`src/rtl/necd_pkg.sv`:
```
`timescale 1ns / 1ps
`default_nettype none
// ----------------------------------------------------------------------------
// necd_pkg: shared types and constants for the NEC IR frame decoder
// Interval thresholds, item kinds, result status codes and queue defaults.
// ----------------------------------------------------------------------------
package necd_pkg;

  localparam int INTERVAL_W  = 14;
  localparam int FRAME_BITS  = 32;
  localparam int BITCNT_W    = 6;
  localparam int REPEAT_W    = 16;
  localparam int ADDR_W      = 16;
  localparam int CMD_W       = 8;
  localparam int QUEUE_DEPTH = 4;

  // burst length, subtracted from each interval to get the space time
  localparam int BURST_US = 560;

  // strict gap bounds, re-based to the raw interval (gap + burst)
  localparam logic [INTERVAL_W-1:0] BIT0_LO   = INTERVAL_W'(BURST_US + 300);
  localparam logic [INTERVAL_W-1:0] BIT0_HI   = INTERVAL_W'(BURST_US + 800);
  localparam logic [INTERVAL_W-1:0] BIT1_LO   = INTERVAL_W'(BURST_US + 1400);
  localparam logic [INTERVAL_W-1:0] BIT1_HI   = INTERVAL_W'(BURST_US + 1800);
  localparam logic [INTERVAL_W-1:0] REPEAT_LO = INTERVAL_W'(BURST_US + 2200);
  localparam logic [INTERVAL_W-1:0] REPEAT_HI = INTERVAL_W'(BURST_US + 2600);
  localparam logic [INTERVAL_W-1:0] LEADER_LO = INTERVAL_W'(BURST_US + 4200);
  localparam logic [INTERVAL_W-1:0] LEADER_HI = INTERVAL_W'(BURST_US + 5000);

  localparam logic [BITCNT_W-1:0] BITCNT_FULL = BITCNT_W'(FRAME_BITS);
  localparam logic [REPEAT_W-1:0] REPEAT_MAX  = {REPEAT_W{1'b1}};

  // input func codes
  localparam logic FUNC_EDGE = 1'b0;

  typedef enum logic [2:0] {
    K_IGNORE = 3'd0,
    K_BIT0   = 3'd1,
    K_BIT1   = 3'd2,
    K_REPEAT = 3'd3,
    K_LEADER = 3'd4,
    K_TICK   = 3'd5
  } kind_t;

  typedef enum logic [1:0] {
    ST_OK         = 2'd0,
    ST_CHECK_FAIL = 2'd1,
    ST_REPEAT     = 2'd2
  } status_t;

  // classified item handed from front to back
  typedef struct packed {
    kind_t kind;
  } item_t;

endpackage : necd_pkg
`default_nettype wire

```
`src/rtl/necd_front.sv`:
```
`timescale 1ns / 1ps
`default_nettype none
// ----------------------------------------------------------------------------
// necd_front: input transaction classifier
// Turns an edge interval or a timeout tick into one item kind for the queue.
// ----------------------------------------------------------------------------
module necd_front (
  input  wire logic                          in_tvalid,
  output      logic                          in_tready,
  input  wire logic                          in_func,
  input  wire logic [necd_pkg::INTERVAL_W-1:0] in_interval,
  output      logic                          push_valid,
  input  wire logic                          push_ready,
  output      necd_pkg::item_t               push_item
);

  logic [necd_pkg::INTERVAL_W-1:0] cap;

  assign cap        = in_interval;
  assign push_valid = in_tvalid;
  assign in_tready  = push_ready;

  // intervals under the burst length fall outside every window
  always_comb begin
    push_item.kind = necd_pkg::K_IGNORE;
    if (in_func != necd_pkg::FUNC_EDGE) begin
      push_item.kind = necd_pkg::K_TICK;
    end else if (cap > necd_pkg::BIT0_LO && cap < necd_pkg::BIT0_HI) begin
      push_item.kind = necd_pkg::K_BIT0;
    end else if (cap > necd_pkg::BIT1_LO && cap < necd_pkg::BIT1_HI) begin
      push_item.kind = necd_pkg::K_BIT1;
    end else if (cap > necd_pkg::REPEAT_LO && cap < necd_pkg::REPEAT_HI) begin
      push_item.kind = necd_pkg::K_REPEAT;
    end else if (cap > necd_pkg::LEADER_LO && cap < necd_pkg::LEADER_HI) begin
      push_item.kind = necd_pkg::K_LEADER;
    end
  end

endmodule : necd_front
`default_nettype wire

```
`src/rtl/necd_queue.sv`:
```
`timescale 1ns / 1ps
`default_nettype none
// ----------------------------------------------------------------------------
// necd_queue: small item FIFO between classifier and frame engine
// Register-based ring buffer; head entry is visible combinationally.
// ----------------------------------------------------------------------------
module necd_queue #(
  parameter int DEPTH = necd_pkg::QUEUE_DEPTH
) (
  input  wire logic            clk,
  input  wire logic            rst_n,
  input  wire logic            push_valid,
  output      logic            push_ready,
  input  wire necd_pkg::item_t push_item,
  output      logic            pop_valid,
  input  wire logic            pop_ready,
  output      necd_pkg::item_t pop_item
);

  localparam int AW = (DEPTH > 1) ? $clog2(DEPTH) : 1;
  localparam int CW = $clog2(DEPTH + 1);
  localparam logic [AW-1:0] LAST_PTR = AW'(DEPTH - 1);
  localparam logic [CW-1:0] FULL_CNT = CW'(DEPTH);

  necd_pkg::item_t slot_r [DEPTH];
  logic [AW-1:0] wr_ptr_r, wr_ptr_nxt;
  logic [AW-1:0] rd_ptr_r, rd_ptr_nxt;
  logic [CW-1:0] count_r, count_nxt;
  logic          do_push, do_pop;

  assign push_ready = (count_r != FULL_CNT);
  assign pop_valid  = (count_r != '0);
  assign pop_item   = slot_r[rd_ptr_r];
  assign do_push    = push_valid && push_ready;
  assign do_pop     = pop_valid && pop_ready;

  always_comb begin
    wr_ptr_nxt = wr_ptr_r;
    rd_ptr_nxt = rd_ptr_r;
    count_nxt  = count_r;
    if (do_push) begin
      wr_ptr_nxt = (wr_ptr_r == LAST_PTR) ? '0 : wr_ptr_r + 1'b1;
    end
    if (do_pop) begin
      rd_ptr_nxt = (rd_ptr_r == LAST_PTR) ? '0 : rd_ptr_r + 1'b1;
    end
    if (do_push && !do_pop) begin
      count_nxt = count_r + 1'b1;
    end else if (do_pop && !do_push) begin
      count_nxt = count_r - 1'b1;
    end
  end

  always_ff @(posedge clk) begin
    if (!rst_n) begin
      wr_ptr_r <= '0;
      rd_ptr_r <= '0;
      count_r  <= '0;
    end else begin
      wr_ptr_r <= wr_ptr_nxt;
      rd_ptr_r <= rd_ptr_nxt;
      count_r  <= count_nxt;
    end
  end

  always_ff @(posedge clk) begin
    if (do_push) begin
      slot_r[wr_ptr_r] <= push_item;
    end
  end

  a_count_bound: assert property (@(posedge clk) disable iff (!rst_n)
    count_r <= FULL_CNT) else $error("queue count overflow");

  a_ptr_track: assert property (@(posedge clk) disable iff (!rst_n)
    (count_r == '0 || count_r == FULL_CNT) |-> (wr_ptr_r == rd_ptr_r))
    else $error("queue pointers disagree with count");

  a_count_step: assert property (@(posedge clk) disable iff (!rst_n)
    (do_push && !do_pop) |=> (count_r == $past(count_r) + 1'b1))
    else $error("queue count did not advance on push");

endmodule : necd_queue
`default_nettype wire

```
`src/rtl/necd_back.sv`:
```
`timescale 1ns / 1ps
`default_nettype none
// ----------------------------------------------------------------------------
// necd_back: NEC frame engine
// Tracks arming, leader, shift register and repeat count; registers results.
// ----------------------------------------------------------------------------
module necd_back (
  input  wire logic            clk,
  input  wire logic            rst_n,
  input  wire logic            pop_valid,
  output      logic            pop_ready,
  input  wire necd_pkg::item_t pop_item,
  output      logic            out_valid,
  input  wire logic            out_ready,
  output      necd_pkg::status_t                out_status,
  output      logic [necd_pkg::ADDR_W-1:0]      out_address,
  output      logic [necd_pkg::CMD_W-1:0]       out_command,
  output      logic                             out_extended,
  output      logic [necd_pkg::FRAME_BITS-1:0]  out_raw,
  output      logic [necd_pkg::REPEAT_W-1:0]    out_repeats
);

  logic                            armed_r, armed_nxt;
  logic                            leader_r, leader_nxt;
  logic [necd_pkg::FRAME_BITS-1:0] shift_r, shift_nxt;
  logic [necd_pkg::BITCNT_W-1:0]   bitcnt_r, bitcnt_nxt;
  logic [necd_pkg::REPEAT_W-1:0]   repeats_r, repeats_nxt;
  logic                            out_valid_r, out_valid_nxt;

  necd_pkg::status_t               status_r, res_status;
  logic [necd_pkg::ADDR_W-1:0]     address_r, res_address;
  logic [necd_pkg::CMD_W-1:0]      command_r, res_command;
  logic                            extended_r, res_extended;
  logic [necd_pkg::FRAME_BITS-1:0] raw_r, res_raw;
  logic [necd_pkg::REPEAT_W-1:0]   repcnt_r;

  logic                            do_pop, res_valid;
  logic [necd_pkg::FRAME_BITS-1:0] shifted;
  logic [7:0]                      b1, b2, b3, b4;

  assign pop_ready = !out_valid_r || out_ready;
  assign do_pop    = pop_valid && pop_ready;

  assign shifted = {(pop_item.kind == necd_pkg::K_BIT1), shift_r[necd_pkg::FRAME_BITS-1:1]};
  assign b1 = shifted[7:0];
  assign b2 = shifted[15:8];
  assign b3 = shifted[23:16];
  assign b4 = shifted[31:24];

  always_comb begin
    armed_nxt    = armed_r;
    leader_nxt   = leader_r;
    shift_nxt    = shift_r;
    bitcnt_nxt   = bitcnt_r;
    repeats_nxt  = repeats_r;
    res_valid    = 1'b0;
    res_status   = necd_pkg::ST_OK;
    res_address  = '0;
    res_command  = '0;
    res_extended = 1'b0;
    res_raw      = '0;
    if (do_pop) begin
      if (pop_item.kind == necd_pkg::K_TICK) begin
        if (leader_r) begin
          armed_nxt  = 1'b0;
          leader_nxt = 1'b0;
          bitcnt_nxt = '0;
        end
      end else if (!armed_r) begin
        armed_nxt = 1'b1;
      end else begin
        unique case (pop_item.kind) inside
          necd_pkg::K_BIT0, necd_pkg::K_BIT1: begin
            if (leader_r && bitcnt_r < necd_pkg::BITCNT_FULL) begin
              shift_nxt  = shifted;
              bitcnt_nxt = bitcnt_r + 1'b1;
              if (bitcnt_nxt == necd_pkg::BITCNT_FULL) begin
                leader_nxt = 1'b0;
                shift_nxt  = '0;
                res_valid  = 1'b1;
                res_raw    = shifted;
                if (b3 != ~b4) begin
                  res_status = necd_pkg::ST_CHECK_FAIL;
                end else if (b1 != ~b2) begin
                  res_address  = {b2, b1};
                  res_command  = b3;
                  res_extended = 1'b1;
                end else begin
                  res_address = {8'h00, b1};
                  res_command = b3;
                end
              end
            end
          end
          necd_pkg::K_REPEAT: begin
            if (repeats_r != necd_pkg::REPEAT_MAX) begin
              repeats_nxt = repeats_r + 1'b1;
            end
            res_valid  = 1'b1;
            res_status = necd_pkg::ST_REPEAT;
          end
          necd_pkg::K_LEADER: begin
            shift_nxt   = '0;
            bitcnt_nxt  = '0;
            leader_nxt  = 1'b1;
            repeats_nxt = '0;
          end
          default: begin
          end
        endcase
      end
    end
    if (do_pop && res_valid) begin
      out_valid_nxt = 1'b1;
    end else if (out_ready) begin
      out_valid_nxt = 1'b0;
    end else begin
      out_valid_nxt = out_valid_r;
    end
  end

  always_ff @(posedge clk) begin
    if (!rst_n) begin
      armed_r     <= 1'b0;
      leader_r    <= 1'b0;
      shift_r     <= '0;
      bitcnt_r    <= '0;
      repeats_r   <= '0;
      out_valid_r <= 1'b0;
    end else begin
      armed_r     <= armed_nxt;
      leader_r    <= leader_nxt;
      shift_r     <= shift_nxt;
      bitcnt_r    <= bitcnt_nxt;
      repeats_r   <= repeats_nxt;
      out_valid_r <= out_valid_nxt;
    end
  end

  // result payload, loaded only when a new result is produced
  always_ff @(posedge clk) begin
    if (do_pop && res_valid) begin
      status_r   <= res_status;
      address_r  <= res_address;
      command_r  <= res_command;
      extended_r <= res_extended;
      raw_r      <= res_raw;
      repcnt_r   <= repeats_nxt;
    end
  end

  assign out_valid    = out_valid_r;
  assign out_status   = status_r;
  assign out_address  = address_r;
  assign out_command  = command_r;
  assign out_extended = extended_r;
  assign out_raw      = raw_r;
  assign out_repeats  = repcnt_r;

  a_bitcnt_bound: assert property (@(posedge clk) disable iff (!rst_n)
    bitcnt_r <= necd_pkg::BITCNT_FULL) else $error("bit count past frame length");

  a_leader_open: assert property (@(posedge clk) disable iff (!rst_n)
    leader_r |-> (bitcnt_r < necd_pkg::BITCNT_FULL))
    else $error("frame still open with all bits received");

  a_repeat_nonzero: assert property (@(posedge clk) disable iff (!rst_n)
    (out_valid_r && status_r == necd_pkg::ST_REPEAT) |-> (repcnt_r != '0))
    else $error("repeat result with zero count");

  a_no_pop_stalled: assert property (@(posedge clk) disable iff (!rst_n)
    (out_valid_r && !out_ready) |-> !do_pop)
    else $error("item consumed while result stalled");

endmodule : necd_back
`default_nettype wire

```
`src/rtl/nec_ir_frame_decoder_top.sv`:
```
`timescale 1ns / 1ps
`default_nettype none
// ----------------------------------------------------------------------------
// nec_ir_frame_decoder_top: NEC infrared remote frame decoder
// Input stream: one transaction per captured rising edge or timeout tick.
//   in_tuser = func (0 edge, 1 timeout), in_tdata[13:0] = interval in us.
// Output stream: one transaction per decoded frame, failed check or repeat.
//   out_tuser = status, out_tdata carries address, command, extended flag,
//   raw 32-bit frame and saturating repeat count.
// A classifier accepts and tags each transaction and pushes it into a
// QUEUE_DEPTH-entry FIFO; the frame engine pops one entry per cycle while no
// result is stalled. Throughput: one input transaction per cycle under the same
// condition. An accepted input reaches out_tvalid through the queue slot and
// then the output register.
// When out_tready is low the result register holds, the engine stops popping
// and in_tready drops once the FIFO fills; nothing is lost.
// Reset (rst_n low, synchronous) empties the FIFO, drops any pending result
// and clears the arming, leader, bit count, shift data and repeat count.
// ----------------------------------------------------------------------------
module nec_ir_frame_decoder_top #(
  parameter int QUEUE_DEPTH = necd_pkg::QUEUE_DEPTH
) (
  input  wire logic        clk,
  input  wire logic        rst_n,
  input  wire logic        in_tvalid,
  output      logic        in_tready,
  input  wire logic [15:0] in_tdata,   // [13:0] interval_us, [15:14] zero
  input  wire logic        in_tuser,   // [0] func
  output      logic        out_tvalid,
  input  wire logic        out_tready,
  output      logic [79:0] out_tdata,  // [15:0] address, [23:16] command,
                                       // [24] extended, [56:25] raw_frame,
                                       // [72:57] repeat_count, [79:73] zero
  output      logic [1:0]  out_tuser   // [1:0] status
);

  logic            push_valid, push_ready, pop_valid, pop_ready;
  necd_pkg::item_t push_item, pop_item;

  necd_pkg::status_t                res_status;
  logic [necd_pkg::ADDR_W-1:0]      res_address;
  logic [necd_pkg::CMD_W-1:0]       res_command;
  logic                             res_extended;
  logic [necd_pkg::FRAME_BITS-1:0]  res_raw;
  logic [necd_pkg::REPEAT_W-1:0]    res_repeats;

  necd_front u_front (
    .in_tvalid   (in_tvalid),
    .in_tready   (in_tready),
    .in_func     (in_tuser),
    .in_interval (in_tdata[necd_pkg::INTERVAL_W-1:0]),
    .push_valid  (push_valid),
    .push_ready  (push_ready),
    .push_item   (push_item)
  );

  necd_queue #(
    .DEPTH (QUEUE_DEPTH)
  ) u_queue (
    .clk        (clk),
    .rst_n      (rst_n),
    .push_valid (push_valid),
    .push_ready (push_ready),
    .push_item  (push_item),
    .pop_valid  (pop_valid),
    .pop_ready  (pop_ready),
    .pop_item   (pop_item)
  );

  necd_back u_back (
    .clk          (clk),
    .rst_n        (rst_n),
    .pop_valid    (pop_valid),
    .pop_ready    (pop_ready),
    .pop_item     (pop_item),
    .out_valid    (out_tvalid),
    .out_ready    (out_tready),
    .out_status   (res_status),
    .out_address  (res_address),
    .out_command  (res_command),
    .out_extended (res_extended),
    .out_raw      (res_raw),
    .out_repeats  (res_repeats)
  );

  assign out_tuser = res_status;
  assign out_tdata = {7'b0, res_repeats, res_raw, res_extended, res_command, res_address};

endmodule : nec_ir_frame_decoder_top
`default_nettype wire

```
`config.mk`:
```
export PLATFORM = sky130hd
export DESIGN_NAME = nec_ir_frame_decoder_top
export DESIGN_NICKNAME = d
export VERILOG_FILES = /design/src/rtl/necd_pkg.sv /design/src/rtl/necd_front.sv /design/src/rtl/necd_queue.sv /design/src/rtl/necd_back.sv /design/src/rtl/nec_ir_frame_decoder_top.sv
export SDC_FILE = /design/constraint.sdc
export NUM_CORES = 1
export LEC_CHECK = 0
export BUFFER_PORTS_ARGS = -buffer_cell sky130_fd_sc_hd__buf_2
export CAP_MARGIN = 40
export CORE_AREA = 2 2 116 118
export DETAILED_ROUTE_END_ITERATION = 10
export DIE_AREA = 0 0 118 120
export PLACE_DENSITY = 0.76
export SLEW_MARGIN = 15
export SYNTH_ARGS = -nofsm -noshare
export SYNTH_HDL_FRONTEND = slang
export SYNTH_HIERARCHICAL = 1
export SYNTH_SLANG_ARGS = --single-unit
```
`constraint.sdc`:
```
create_clock -name clk -period 10.2 [get_ports clk]
set_input_delay 2.04 -clock clk [delete_from_list [all_inputs] [get_ports clk]]
set_output_delay 2.04 -clock clk [all_outputs]
set_load 0.05 [all_outputs]
```
# Word level (Yosys, flattened, before mapping)
# Memory sizes are Yosys's and may differ from the RTL's. A register that Yosys moved wholly into a read port is not among the register bits.
# Cells that the tools add are included.
[word_totals]
out_inout_bits = 84
ram_bits = 12
reg_bits = 139
mem_count = 1
word_cells = 132
input_bits = 21
[classes]
bitwise_logic = 9
n_lt_le_gt_ge = 9
eq_ne = 16
muxes = 46
add_sub_neg = 6
n_reduce_logical = 29
[mem_list]
columns = ["memory", "depth", "word_bits", "rd", "rd_clocked_by_memory_dff", "write_ports", "line_no", "rtl"]
rows = [
  ["u_queue.slot_r", 4, 3, 1, 1, 1, "necd_queue.sv:25", "necd_pkg::item_t slot_r [DEPTH];"],
]
[ops]
columns = ["op", "n"]
rows = [
  ["$mux 16", 4],
  ["$mux 32", 2],
  ["$pmux 32 s2", 1],
  ["$pmux 16 s2", 1],
  ["$lt 14x12->1 const B", 2],
  ["$mux 6", 4],
  ["$mux 3", 7],
  ["$mux 1", 17],
  ["$add 16x1->16 const B", 1],
  ["$ne 16x16->1 const B", 1],
  ["$ne 8x8->1", 2],
  ["$not 8->8", 2],
  ["$reduce_and 5->1", 3],
  ["$gt 14x10->1 const B", 1],
  ["$gt 14x11->1 const B", 1],
  ["$gt 14x12->1 const B", 1],
  ["$gt 14x13->1 const B", 1],
  ["$lt 14x11->1 const B", 1],
  ["$lt 14x13->1 const B", 1],
  ["$mux 2", 6],
  ["$pmux 6 s2", 1],
  ["$logic_and 1x1->1", 10],
  ["$reduce_bool 2->1", 4],
  ["$reduce_or 8->1", 1],
  ["other kinds (24)", 40],
]

# Depth between registers and ports, before layout
[logic_depth]
ltp_word = 10
mapped_depth = 9
mapped_depth_nobuf = 9

# Hierarchy
# The synthesis kept the hierarchy.
[modules_own_cells]
columns = ["module", "cells_per_inst", "area_each_um2", "seq_area_each_um2", "n_inst"]
rows = [
  ["necd_back", 530, 5624.1, 3373.2, 1],
  ["necd_queue", 66, 913.4, 540.5, 1],
  ["necd_front", 56, 356.6, 0.0, 1],
  ["nec_ir_frame_decoder_top", 9, 63.8, 0.0, 1],
]

# Worst setup path after synthesis
# No wires, ideal clock.
[synth_path]
path_kind = "input-to-reg"
start = "input out_tready"
end = "register u_back.address_r, in the netlist u_back/out_address[0] (enable)"
required_ns = 9.433
stages = 7
setup_ns = 0.767
path_slack_ns = 5.059
arrival_time_ns = 4.374
n_path_buf = 2
cell_sequence = "nor2b_1 -> clkinv_1 -> nand4_1 -> a2111o_1 -> buf_2 -> buf_2 -> nand2_1"
[synth_via]
elab_chain_len = 4
[synth_lines]
columns = ["item", "line_no", "rtl"]
rows = [
  ["start, declared", "nec_ir_frame_decoder_top.sv:30", "input wire logic out_tready,"],
  ["$logic_or 1x1->1 *", "necd_back.sv:41", "assign pop_ready = !out_valid_r || out_ready;"],
  ["via pop_ready", "nec_ir_frame_decoder_top.sv:37", "logic push_valid, push_ready, pop_valid, pop_ready;"],
  ["$logic_and 1x1->1 *", "necd_back.sv:42", "assign do_pop = pop_valid && pop_ready;"],
  ["$mux 1", "necd_back.sv:62", "if (do_pop) begin"],
  ["$logic_and 1x1->1 *", "necd_back.sv:142", "if (do_pop && res_valid) begin"],
  ["end signal, assigned", "necd_back.sv:144", "address_r <= res_address;"],
  ["end, declared", "necd_back.sv:31", "logic [necd_pkg::ADDR_W-1:0] address_r, res_address;"],
]
# Mark *: on every way through the listed nets, which the timed path passes. The rest lies on a longest branch.
# A chain may end at the register's enable or synchronous reset.

# Worst setup path in the final report
[layout_path]
start = "input out_tready"
end = "register u_back.raw_r, in the netlist u_back/out_raw[12] (enable)"
[layout_via]
elab_chain_len = 4
[layout_lines]
columns = ["item", "line_no", "rtl"]
rows = [
  ["$logic_or 1x1->1 *", "necd_back.sv:41", ""],
  ["via pop_ready", "nec_ir_frame_decoder_top.sv:37", ""],
  ["$logic_and 1x1->1 *", "necd_back.sv:42", ""],
  ["$mux 1", "necd_back.sv:62", ""],
  ["$logic_and 1x1->1 *", "necd_back.sv:142", ""],
  ["end signal, assigned", "necd_back.sv:147", "raw_r <= res_raw;"],
  ["end, declared", "necd_back.sv:34", "logic [necd_pkg::FRAME_BITS-1:0] raw_r, res_raw;"],
]
# Marked as above.

==> summary.md <==
Number of cells on the worst hold path: 2. Data on the critical path arrives at its endpoint at 4.34 ns. The top fanout value on the critical path came out at 44.

After synthesis, the share of flip-flops with an asynchronous set or reset is 0%. The logs give 890 for the cell count after placement and 0.01161 ns for the clock skew. The clock net in this run drives a total of 152 sinks. Final cycle utilization of the critical path: 40.97%.

The horizontal extent of the die came out at 118 µm. Number of max-slew violations in the final report: 0. The run finished with clean final reports. The tools report the total routing usage reported by global routing as 21.61%. The number of global-route vias before repair was 5,120. The number of buffers and inverters on the critical path is 4. Family with the most delay on the worst path: buffers and inverters.

In the routed layout, each cell is associated on average with a via count of 5.901. For the number of vias after detailed routing, the log shows 5,441. Number of filler cells placed in the layout: 1,022. Sequential cells were found to cover 56.25% of the synthesized design area.

Power per cell area: 206.8 nW/µm². The worst path in the final design needs a cycle of 4.179 ns, including I/O delays and setup. For the initial antenna violation count, the log shows 0. TritonCTS built the clock tree. Count of antenna-violating nets left after detailed routing: 0. CTS placed an instance of sky130_fd_sc_hd__clkbuf_16 at the clock tree root.

Counting distinct cell types in the post-synthesis netlist gives 70. The leading cell type in the layout, fill and taps excluded was sky130_fd_sc_hd__buf_2. The first TritonRoute pass finished after 5 iterations. After clock tree synthesis, the clock-pin slew on the worst setup and hold paths is 0.06 ns. For the pin with the worst max-slew slack, the measured transition is 0.7216 ns. Measured in cells, the most critical reg-to-reg path has a length of 6.

Overall power consumption after layout is estimated at 1.686 mW. After detailed routing, the number of remaining DRC violations is 0. Setup repair after global routing left no endpoint under its margin. The tools report the number of endpoints with negative hold slack in the final report as 0. The die is 120 µm tall. The primary flip-flop cell chosen by synthesis mapping was sky130_fd_sc_hd__edfxtp_1. Area growth from synthesis to final layout: 17.21%. After clock tree synthesis, the flow added hold-fix buffers numbering 0. Setup violations remaining at the end of the flow were counted as 0. For the final routed database, the setup TNS stands at 0 ns.

The tools report the number of placement rows as 42. Kind of path behind the tightest hold check: reg -> reg. The signal on the critical path passes through buf_2, nor2b_1, clkinv_1, nand4_1, a2111o_2, buf_16, nand2_4, buf_12. For the boundary pin count, the log shows 105. Startpoint type of the worst setup path: a primary input. Number of nets in the finished design: 763. The count of flip-flops with a built-in enable after synthesis is 87, and the half-perimeter wire length after placement is 10,020 µm. Summed over all cells, the static leakage comes to 2.703 nW. Static timing analysis puts the maximum clock frequency at 239.3 MHz.

In the layout the commonest cells are sky130_fd_sc_hd__buf_2, sky130_fd_sc_hd__edfxtp_1, sky130_fd_sc_hd__dfxtp_1. At the worst endpoint, the required time is 10.36 ns. In this design, the stage delay of the slowest critical-path cell is 0.50 ns.

The kind of end point of the critical path is a flip-flop. The register bit total from synthesis is 152. The core area is 12,980 µm². The logs give 2 for the number of buffers between clock root and the deepest sink and 14,160 µm² for the area enclosed by the die boundary. The logs give 0 for the post-CTS setup repair buffer count and 45 for the pin count of the biggest net entering global routing.

The logs give 24,670 µm for the global-route wire length before repair and 577 for the iteration-0 DRC count of the detailed router. The gate count of the mapped netlist was 661; the worst ir drop on vdd was 0.1127 mV. The congestion estimate from routability-driven global placement came to 0.9241. The mapped netlist covers 6958 µm². Cells fill 62.83% of the core in the end. The critical path is of the in -> reg type. The total CTS buffers is 17, and the routed wire length is 14,950 µm. The fraction of final layout cells with drive strength greater than 1 works out to 20.11%. The total of buffers placed on input and output ports is 95, and the relative slew slack is 51.45%. For the CTS H-tree depth, the log shows 4. Starting utilization of the core area: 53.61%.

The largest individual stage delay along the critical path comes from the cell sky130_fd_sc_hd__a2111o_2. The critical path crosses 8 cells after its start point. The post-cts gate resize count was 0. Once layout is complete, the cells apart from fillers number 922.

Dividing the detail-routed wire length by the instance count gives 16.21 µm. The clock latency reported for the late side of the worst-skew pair was 0.42 ns; the mean cell area of the mapped netlist was 10.53 µm². Max-cap violations in this run came to 0. The number of warnings reported in the yosys synthesis log came out at 6.

The number of diodes was 0; the remaining global-route overflow was 0.
[worst paths after layout]
path | from | end | slack, ns
setup / recovery | out_tready | u_back/out_raw[12]$_SDFFCE_PP0P_ | 6.02
hold reg to reg | u_back/shift_r[24]$_SDFFE_PN0P_ | u_back/shift_r[24]$_SDFFE_PN0P_ | 0.46
setup reg to reg | flip-flop | u_back/out_raw[12]$_SDFFCE_PP0P_ | 6.87
hold / removal | u_back/shift_r[24]$_SDFFE_PN0P_ | u_back/shift_r[24]$_SDFFE_PN0P_ | 0.46
[registers in the layout (all words and copies together), names as in the netlist, 2 cells and up, named ones only]
name                count
u_back/bitcnt_r         6
u_back/out_command      8
u_queue/count_r         3
u_back/repeats_r       16
u_back/shift_r         31
u_queue/slot_r         12
u_queue/rd_ptr_r        2
u_back/out_address     16
u_queue/wr_ptr_r        2
u_back/out_raw         32
u_back/out_repeats     16
u_back/out_status       2
[through the flow]
stage | setup WS [ns] | hold WS [ns] | cell area [µm²]
after detailed placement | 5.620 | 0.4544 | 7555
final | 6.021 | 0.4633 | 8155
after floorplan | 5.059 | 0.4405 | 6980
after global routing | 5.850 | 0.5076 | 8155
after global placement | 5.247 | 0.4492 | 7445
after CTS | 6.047 | 0.4663 | 8155
[final cells by class]
| type | count | area, µm² | share of cell area [%] |
|---|---|---|---|
| clock buffers | 18 | 429.2 | 5.262 |
| flip-flops and latches | 152 | 3914 | 47.99 |
| clock inverters | 14 | 171.4 | 2.102 |
| multi-input cells | 415 | 2651 | 32.51 |
| well taps | 176 | 220.2 | 2.700 |
| inverters | 45 | 168.9 | 2.071 |
| repair buffers | 102 | 600.6 | 7.364 |
[logic make-up (layout without fill, tap and decap cells)]
group	after synthesis	in the layout	share of synthesized area, %
buf+inv	100	179	6.096
other cells	1	7	0.05390
mux	10	10	1.978
xor+xnor	19	19	2.392
simple gates	245	245	18.25
compound gates	125	125	13.25
flops	152	152	56.25
fa+ha+maj	9	9	1.726
[report_power, final]
group / switching (mW) / internal [mW] / total, mW
registers: 0.0278 / 0.693 / 0.721
logic: 0.232 / 0.0974 / 0.329
clock network: 0.250 / 0.386 / 0.636
[metal layers]
| layer | track usage, % | share of wire (%) | wire [µm] | up-vias |
|---|---|---|---|---|
| met2 | 35.43 | 49 | 7341 | 217 |
| met1 | 27.36 | 42 | 6284 | 2594 |
| met5 | 0 | 0 | 0 | - |
| met3 | 5.228 | 6.6 | 991 | 30 |
| li1 | - | - | - | 2600 |
| met4 | 9.563 | 2.2 | 333 | 0 |
[synthesized netlist by cell type (5+ instances only)]
cell type / count / share of area [%]
sky130_fd_sc_hd__buf_2: 8 / 0.58
sky130_fd_sc_hd__nor2b_1: 7 / 0.63
sky130_fd_sc_hd__mux2i_1: 7 / 1.0
sky130_fd_sc_hd__a211oi_1: 7 / 0.76
sky130_fd_sc_hd__nor3_1: 24 / 1.7
sky130_fd_sc_hd__and4_1: 5 / 0.63
sky130_fd_sc_hd__nand2_1: 64 / 3.5
sky130_fd_sc_hd__nand3_1: 26 / 1.9
sky130_fd_sc_hd__nor2_1: 47 / 2.5
sky130_fd_sc_hd__dfxtp_1: 65 / 19
sky130_fd_sc_hd__a21oi_1: 13 / 0.94
sky130_fd_sc_hd__a31oi_1: 15 / 1.3
sky130_fd_sc_hd__o32ai_1: 30 / 3.8
sky130_fd_sc_hd__edfxtp_1: 87 / 38
sky130_fd_sc_hd__ha_1: 8 / 1.4
sky130_fd_sc_hd__nand4_1: 18 / 1.6
sky130_fd_sc_hd__nor4_1: 11 / 0.99
sky130_fd_sc_hd__xor2_1: 9 / 1.1
sky130_fd_sc_hd__o21ai_0: 15 / 1.1
sky130_fd_sc_hd__xnor2_1: 10 / 1.3
sky130_fd_sc_hd__or4_1: 5 / 0.54
sky130_fd_sc_hd__clkbuf_1: 36 / 1.9
sky130_fd_sc_hd__inv_1: 42 / 2.3
sky130_fd_sc_hd__o211ai_1: 9 / 0.97
sky130_fd_sc_hd__buf_4: 10 / 1.1
sky130_fd_sc_hd__o31ai_1: 5 / 0.54
[worst register-to-register path, delay by kind of cell, from the launching register on]
| kind | cells | cell delay [ns] |
|---|---|---|
| AO/OA/AOI/OAI | 1 | 0.73 |
| XOR/XNOR | 1 | 0.21 |
| buffers and inverters | 2 | 0.58 |
| flip-flops | 1 | 0.43 |
| multiplexers | 1 | 0.64 |
| AND/OR/NAND/NOR | 1 | 0.41 |
(Power assumes the default switching activity.)
